**src/fifo_with_indexed_removal_top_assert.svh**
```systemverilog
// ----------------------------------------------------------------------------
// Assertion macros for the indexed-removal queue
// Shared concurrent assertion forms, clocked on clk_i and disabled in reset.
// ----------------------------------------------------------------------------
`ifndef FIFO_WITH_INDEXED_REMOVAL_TOP_ASSERT_SVH
`define FIFO_WITH_INDEXED_REMOVAL_TOP_ASSERT_SVH

// Check that a condition implies another in the same cycle
`define FWIR_ASSERT_NOW(lbl, ante, cons, msg) \
  lbl: assert property (@(posedge clk_i) disable iff (!rst_ni) (ante) |-> (cons)) \
    else $error(msg);

// Check that a condition implies another in the next cycle
`define FWIR_ASSERT_NEXT(lbl, ante, cons, msg) \
  lbl: assert property (@(posedge clk_i) disable iff (!rst_ni) (ante) |=> (cons)) \
    else $error(msg);

`endif

```
**src/fwir_pkg.sv**
```systemverilog
// ----------------------------------------------------------------------------
// fwir_pkg
// Types and codes shared by the indexed-removal queue modules.
// ----------------------------------------------------------------------------
`default_nettype none

package fwir_pkg;

  // Operation codes
  localparam logic [1:0] OP_PUSH   = 2'd0;
  localparam logic [1:0] OP_POP    = 2'd1;
  localparam logic [1:0] OP_REMOVE = 2'd2;

  // Status codes
  localparam logic [1:0] ST_OK    = 2'd0;
  localparam logic [1:0] ST_EMPTY = 2'd1;
  localparam logic [1:0] ST_FULL  = 2'd2;

  // Word returned by a pop from an empty queue
  localparam logic signed [31:0] INT_MAX = 32'sh7FFF_FFFF;

  localparam int unsigned COUNT_W = 5;

  // Input transaction
  typedef struct packed {
    logic [1:0]         opcode;
    logic signed [31:0] value;
    logic [3:0]         position;
  } in_t;

  // Result transaction
  typedef struct packed {
    logic signed [31:0]   data_out;
    logic [1:0]           status;
    logic [COUNT_W-1:0]   count;
  } out_t;

  // Controller state, one-hot
  typedef enum logic [2:0] {
    S_IDLE = 3'b001,
    S_EXEC = 3'b010,
    S_DONE = 3'b100
  } ctrl_state_e;

  // Commands from controller to datapath
  typedef struct packed {
    logic load;
    logic exec;
  } ctrl_cmd_t;

endpackage

`default_nettype wire

```
**src/fwir_ctrl.sv**
```systemverilog
// ----------------------------------------------------------------------------
// fwir_ctrl
// Sequencer: capture a transaction, execute it, then present the result.
// ----------------------------------------------------------------------------
`default_nettype none

module fwir_ctrl (
  input  wire logic               clk_i,
  input  wire logic               rst_ni,
  input  wire logic               start_i,
  output fwir_pkg::ctrl_cmd_t     cmd_o,
  output logic                    busy_o,
  output logic                    valid_o
);

  fwir_pkg::ctrl_state_e state_q, state_d;
  logic                  accept;

  // Accept whenever no operation is executing
  assign accept = start_i && !busy_o;

  // Next-state logic
  always_comb begin
    state_d = state_q;
    case (state_q)
      fwir_pkg::S_IDLE: begin
        if (accept) state_d = fwir_pkg::S_EXEC;
      end
      fwir_pkg::S_EXEC: begin
        state_d = fwir_pkg::S_DONE;
      end
      fwir_pkg::S_DONE: begin
        state_d = accept ? fwir_pkg::S_EXEC : fwir_pkg::S_IDLE;
      end
      default: begin
        state_d = fwir_pkg::S_IDLE;
      end
    endcase
  end

  // Hold state
  always_ff @(posedge clk_i or negedge rst_ni) begin
    if (!rst_ni) begin
      state_q <= fwir_pkg::S_IDLE;
    end else begin
      state_q <= state_d;
    end
  end

  // Drive commands and handshake flags
  assign busy_o     = (state_q == fwir_pkg::S_EXEC);
  assign valid_o    = (state_q == fwir_pkg::S_DONE);
  assign cmd_o.load = accept;
  assign cmd_o.exec = busy_o;

endmodule

`default_nettype wire

```
**src/fwir_dpath.sv**
```systemverilog
// ----------------------------------------------------------------------------
// fwir_dpath
// Compacted word store with parallel shift, fill count and result register.
// ----------------------------------------------------------------------------
`default_nettype none

module fwir_dpath #(
  parameter int unsigned DEPTH = 16
) (
  input  wire logic               clk_i,
  input  wire logic               rst_ni,
  input  wire fwir_pkg::ctrl_cmd_t cmd_i,
  input  wire fwir_pkg::in_t      item_i,
  output fwir_pkg::out_t          result_o
);

  localparam int unsigned AW   = $clog2(DEPTH);
  localparam int unsigned FW   = $clog2(DEPTH + 1);
  localparam int unsigned CMPW = (FW > 4) ? FW : 4;

  fwir_pkg::in_t      item_q;
  fwir_pkg::out_t     res_q, res_d;
  logic [FW-1:0]      fill_q, fill_d;
  logic [31:0]        store_q [DEPTH];

  logic               is_full;
  logic               is_empty;
  logic               pos_ok;
  logic               do_push;
  logic               do_take;
  logic [AW-1:0]      rm_idx;

  // Capture the accepted transaction
  always_ff @(posedge clk_i) begin
    if (cmd_i.load) item_q <= item_i;
  end

  // Decode the operation
  always_comb begin
    is_full  = (fill_q == FW'(DEPTH));
    is_empty = (fill_q == '0);
    pos_ok   = (item_q.opcode == fwir_pkg::OP_REMOVE) && (item_q.position != '0) &&
               (CMPW'(item_q.position) < CMPW'(fill_q)) &&
               (CMPW'(item_q.position) < CMPW'(DEPTH));
    rm_idx   = pos_ok ? AW'(item_q.position) : '0;
    do_push  = 1'b0;
    do_take  = 1'b0;
    fill_d   = fill_q;
    res_d.data_out = '0;
    res_d.status   = fwir_pkg::ST_OK;
    case (item_q.opcode)
      fwir_pkg::OP_PUSH: begin
        if (is_full) begin
          res_d.status = fwir_pkg::ST_FULL;
        end else begin
          do_push = 1'b1;
          fill_d  = fill_q + 1'b1;
        end
      end
      fwir_pkg::OP_POP, fwir_pkg::OP_REMOVE: begin
        if (pos_ok || !is_empty) begin
          do_take        = 1'b1;
          fill_d         = fill_q - 1'b1;
          res_d.data_out = store_q[rm_idx];
        end else begin
          res_d.data_out = fwir_pkg::INT_MAX;
          res_d.status   = fwir_pkg::ST_EMPTY;
        end
      end
      default: begin
      end
    endcase
    res_d.count = fwir_pkg::COUNT_W'(fill_d);
  end

  // Hold the fill count
  always_ff @(posedge clk_i or negedge rst_ni) begin
    if (!rst_ni) begin
      fill_q <= '0;
    end else if (cmd_i.exec) begin
      fill_q <= fill_d;
    end
  end

  // Advance each cell: close the gap above the removed word, or take a push
  for (genvar g = 0; g < DEPTH; g++) begin : g_cell
    if (g < DEPTH - 1) begin : g_shift
      always_ff @(posedge clk_i) begin
        if (cmd_i.exec) begin
          if (do_take && (AW'(g) >= rm_idx)) begin
            store_q[g] <= store_q[g+1];
          end else if (do_push && (FW'(g) == fill_q)) begin
            store_q[g] <= item_q.value;
          end
        end
      end
    end else begin : g_last
      always_ff @(posedge clk_i) begin
        if (cmd_i.exec && do_push && (FW'(g) == fill_q)) begin
          store_q[g] <= item_q.value;
        end
      end
    end
  end

  // Register the result
  always_ff @(posedge clk_i) begin
    if (cmd_i.exec) res_q <= res_d;
  end

  assign result_o = res_q;

endmodule

`default_nettype wire

```
**src/fifo_with_indexed_removal_top.sv**
```systemverilog
// ----------------------------------------------------------------------------
// fifo_with_indexed_removal_top
// Queue of signed words with push, front pop and remove at a position.
//
//   channel   handshake              payload
//   command   start / busy           cmd_i    (fwir_pkg::in_t)
//   result    result_valid_o strobe  result_o (fwir_pkg::out_t)
//
// A transaction is captured, then executed in the EXEC state, in which the cells from
// the removed word up shift toward the front in parallel; the result strobes the next cycle.
// A new transaction is taken in the result cycle.
// Reset clears the fill count; the store needs no clearing.
// The receiver cannot stall; each result is valid for exactly one cycle.
// ----------------------------------------------------------------------------
`default_nettype none

`include "fifo_with_indexed_removal_top_assert.svh"

module fifo_with_indexed_removal_top #(
  parameter int unsigned DEPTH = 16
) (
  input  wire logic          clk_i,
  input  wire logic          rst_ni,
  input  wire logic          start,
  output logic               busy,
  input  wire fwir_pkg::in_t cmd_i,
  output logic               result_valid_o,
  output fwir_pkg::out_t     result_o
);

  fwir_pkg::ctrl_cmd_t ctrl_cmd;

  // Sequencer
  fwir_ctrl u_ctrl (
    .clk_i   (clk_i),
    .rst_ni  (rst_ni),
    .start_i (start),
    .cmd_o   (ctrl_cmd),
    .busy_o  (busy),
    .valid_o (result_valid_o)
  );

  // Store and result path
  fwir_dpath #(
    .DEPTH (DEPTH)
  ) u_dpath (
    .clk_i    (clk_i),
    .rst_ni   (rst_ni),
    .cmd_i    (ctrl_cmd),
    .item_i   (cmd_i),
    .result_o (result_o)
  );

  // Check sequencing and the empty-queue answer
  `FWIR_ASSERT_NEXT(a_accept_exec, start && !busy, busy, "accepted transaction not executed")
  `FWIR_ASSERT_NEXT(a_exec_result, busy, result_valid_o && !busy, "execution gave no result")
  `FWIR_ASSERT_NOW(a_result_idle, result_valid_o, !busy, "result during execution")
  `FWIR_ASSERT_NOW(a_empty_word,
      result_valid_o && (result_o.status == fwir_pkg::ST_EMPTY),
      (result_o.data_out == fwir_pkg::INT_MAX) && (result_o.count == '0),
      "empty pop result malformed")

endmodule

`default_nettype wire

```
**config.mk**
```make
export PLATFORM = sky130hd
export DESIGN_NAME = fifo_with_indexed_removal_top
export DESIGN_NICKNAME = d
export VERILOG_FILES = /design/src/fwir_pkg.sv /design/src/fwir_ctrl.sv /design/src/fwir_dpath.sv /design/src/fifo_with_indexed_removal_top.sv
export VERILOG_INCLUDE_DIRS = /design/src /design/src/src
export SDC_FILE = /design/constraint.sdc
export NUM_CORES = 1
export LEC_CHECK = 0
export ABC_AREA = 0
export BUFFER_PORTS_ARGS = -buffer_cell sky130_fd_sc_hd__buf_2
export CORE_MARGIN = 2
export CORE_UTILIZATION = 50
export CTS_CLUSTER_SIZE = 24
export DETAILED_ROUTE_END_ITERATION = 8
export PLACE_DENSITY_LB_ADDON = 0.25
export REMOVE_ABC_BUFFERS = 1
export SKIP_CTS_REPAIR_TIMING = 1
export SLEW_MARGIN = 40
export SYNTH_ARGS = -nofsm -noshare
export SYNTH_HDL_FRONTEND = slang
export SYNTH_SLANG_ARGS = --single-unit
```
**constraint.sdc**
```tcl
create_clock -name clk_i -period 6.1 [get_ports clk_i]
set_clock_uncertainty 0.2 [all_clocks]
set_input_delay 0.915 -clock clk_i [delete_from_list [all_inputs] [get_ports clk_i]]
set_output_delay 0.915 -clock clk_i [all_outputs]
set_load 0.1 [all_outputs]
```
==> summary.md <==
| Metric | Value |
|---|---|
| Final net count | ~2100 |
| Mux cell area share after synthesis | 0.247 |
| Routed Antenna Nets | 0 |
| Post-Synth Adder-Cell Area | 0.00491 |
| Terminating pin of the worst hold path | u_dpath.item_q[13] |
| Crit Path Max Fanout | 36 |
| Arrival time at the worst endpoint | between 4000 and 5000 ps |
| Die area | 0.0631 mm^2 |
| Vias per cell | 6.52 |
| Drt wl/cell | 29.8 um |
| Max_slew headroom | 0.420 |
| R2R cell count | 10 |
| Psw | approximately 4.2 mW |
| Yosys warns | 0 |
| Reg-to-reg slack, setup | roughly 1500 ps |
| Deepest clock path buffer count | 3 |
| Area of the core | just over 0.06 mm^2 |
| Fillers | 4721 |
| Synth Flop Type | edfxtp_1 |
| First-pass GRT wire length | about 130 mm |
| Initial Util | 0.506 |
| Post-detail-place hpwl | between 50 and 60 mm |
| Crit Path Class | reg -> reg |
| # rows | 90 |
| Synth-to-Final Area Change | 11.5% |
| Reg clk slew, reported paths | 60 ps |
| DRC Markers | 0 |
| Skew-Pair Late Insertion Delay | a little over 600 ps |
| TritonRoute pass-1 iters | 6 |
| Post-Synth XOR/XNOR Area | 0.000287 |
| CTS Buf Count | between 60 and 70 |
| Utilization after layout | 0.565 |
| Drt initial violations | 1733 |
| Power Dens Cells | approximately 370 mW/mm^2 |
| CTS HTree Levels | 3 |
| Initial antenna violation count | 2 |
| Max VDD drop | between 0.0002 and 0.00025 V |
| Internal | a little over 8 mW |
| Number of global-route vias before repair | ~19000 |
| TNS Setup | 0 ps |
| Horiz. Die Dim | ~250 um |
| Crit path launch type | flop |
| Worst r2r src | u_dpath.fill_q[3] |
| Area contributors post-synth | edfxtp_1, mux2_4, mux2_1, mux2_2, a21oi_1 |
| Final min period | between 4000 and 5000 ps |
| Fin crit share | 0.759 |
| CP Capture Type | flop |
| Max-slew violation count | 0 |
| Sequential share of power | 0.434 |
| Ys async rst share | 0.0134 |
| Hold_sp | cmd_i[13] |
| Port Buffers | about 80 |
| Status | finished, final reports clean |
| WP data required | 6160 ps |
| Largest net degree at the start of global routing | 80 |
| Seq/Total Area, Yosys | 0.585 |
| Yosys top cell by area | edfxtp_1 |
| Unrepaired setup endpoints after global routing | false |
| Sw frac | 0.336 |
| Yosys top cell area share | 0.579 |
| Main combinational cell family by area after synthesis | multiplexers |
| Root Driver | clkbuf_16 |
| Grt ovf | 0 |
| Detailed-route via count | approximately 19000 |
| Final setup viols | 0 |
| Hold path cells | 1 |
| WL final | 86.2 mm |
| All-Layer GR Usage | 0.272 |
| Mapped Area | ~0.031 mm^2 |
| Compound-Gate Fraction of Synth Area | 0.105 |
| Post-synthesis simple-gate area fraction | 0.0203 |
| FF-to-FF End | u_dpath.store_q[13][29] |
| Synth Register Bits | 597 |
| Routability cong. | between 0.9 and 1 |
| EDFF count, synth | around 590 |
| Avg Cell Area, Syn | about 15 um^2 |
| CTS tree | built |
| Cells after Synth | approximately 2000 |
| Max-cap viol count | 0 |
| Hold Vio Cnt, Final | 0 |
| Clk network pwr share | 0.320 |
| Combinational Power Share | 0.246 |
| CTS sink cnt | between 500 and 600 |
| I/O pin cnt | 82 |
| Distinct cell type count after synthesis | 64 |
| Pleak | around 12 nW |
| Synth top cells by count | edfxtp_1, mux2_1, mux2_4 |
| Die H | approximately 250 um |
| Worst min path class | in -> reg |
| Most frequent cell after synthesis | edfxtp_1 |
| Worst-Margin Slew | approximately 850 ps |
| Max Clk Rate | about 220 MHz |
| Share of cells above drive strength 1 | 0.320 |
[cells in the final DEF (no fill, tap or decap), types with 31 or more instances in the layout]
cell type  Yosys  final
a21oi_1      161    159
buf_2         48     82
buf_4          4     51
clkbuf_16      0     71
edfxtp_1     589    589
inv_1         46     45
mux2_1       174    174
mux2_2       157    157
mux2_4       174    174
mux2i_1       49     49
mux4_2        32     32
nand2_1       39     38
o211ai_1      47     47
o21ai_0       41     32
o22ai_1       47     47
o2bb2ai_1     31     31
[worst max-delay path: stages (launching register included)]
cell and delay [ps]:
dfrtp_1 530, inv_1 180, ha_1 240, nand2b_1 530, o311ai_2 260, o2bb2ai_4 170, buf_4 300, nor2_1 350
nand2_1 430, o21ai_4 590, buf_4 450
[state kept, by name, summed over array words and instances, names as in the netlist]
name	count
u_dpath.store_q	512
u_dpath.result_o	39
u_dpath.item_q	38
u_dpath.fill_q	5
u_ctrl.state_q	3
[per-stage QoR]
step                instance area (um^2)  hold WS [ps]  setup slack (ps)  std cells  power [mW]
finish                             34100           264              1470       2891        12.5
global route                       34100           254              1200       2890        12.9
CTS                                34000         -82.1              1380       2887        12.5
detailed placement                 31900           278              1360       2765        8.52
global placement                   31700           251              1340       2758        8.44
floorplan                          29600           241             -3920       1836        7.34
[area by class of cell]
cell class / count / area (um^2) / area share
Inverter: 48 / 185 / 0.00543
Tap cell: 782 / 978 / 0.0287
Clock buffer: 83 / 1820 / 0.0535
Antenna cell: 1 / 2.50 / 0.0000734
Timing Repair Buffer: 150 / 1080 / 0.0318
Clock inverter: 39 / 320 / 0.00940
Sequential cell: 597 / 17900 / 0.525
Multi-Input combinational cell: 1191 / 11800 / 0.346
[how the worst max path moves through the flow]
stage	startpoint	end	cells after the start
after global placement	u_dpath.item_q[37]	u_dpath.store_q[6][19]	8
after floorplan	u_dpath.item_q[0]	u_dpath.store_q[0][0]	5
after CTS	u_dpath.fill_q[3]	u_dpath.store_q[10][8]	10
after detailed placement	u_dpath.fill_q[3]	u_dpath.store_q[10][20]	10
final	u_dpath.fill_q[3]	u_dpath.store_q[13][29]	10
after global routing	u_dpath.fill_q[3]	u_dpath.store_q[13][29]	10
[cell families (layout without fill, tap and decap cells)]
family	after synthesis	in the layout
AO/OA/AOI/OAI	466	466
flip-flops	597	597
XOR/XNOR	1	1
AND/OR/NAND/NOR	126	126
adder cells (fa/ha/maj)	12	12
other	0	1
buffers and inverters	234	320
multiplexers	586	586
[layer usage]
metal  vias to the layer above  GRT usage  wire, um  part of all wire
met5                         -          0        12           0.00014
met4                         2      0.112      3630             0.042
met2                       903      0.443     40900              0.47
met1                      9637      0.364     35600              0.41
li1                       8101          -         -                 -
met3                       212     0.0478      6080             0.071
[power groups by stage]
stage	logic [mW]	clock network, mW	registers (mW)
after floorplan	1.58	0	5.76
after global placement	2.95	0	5.49
after detailed placement	3.01	0	5.50
after CTS	3.03	4.06	5.43
after global routing	3.23	4.21	5.47
final	3.07	4.00	5.43
Power figures use the tool's default switching activity.
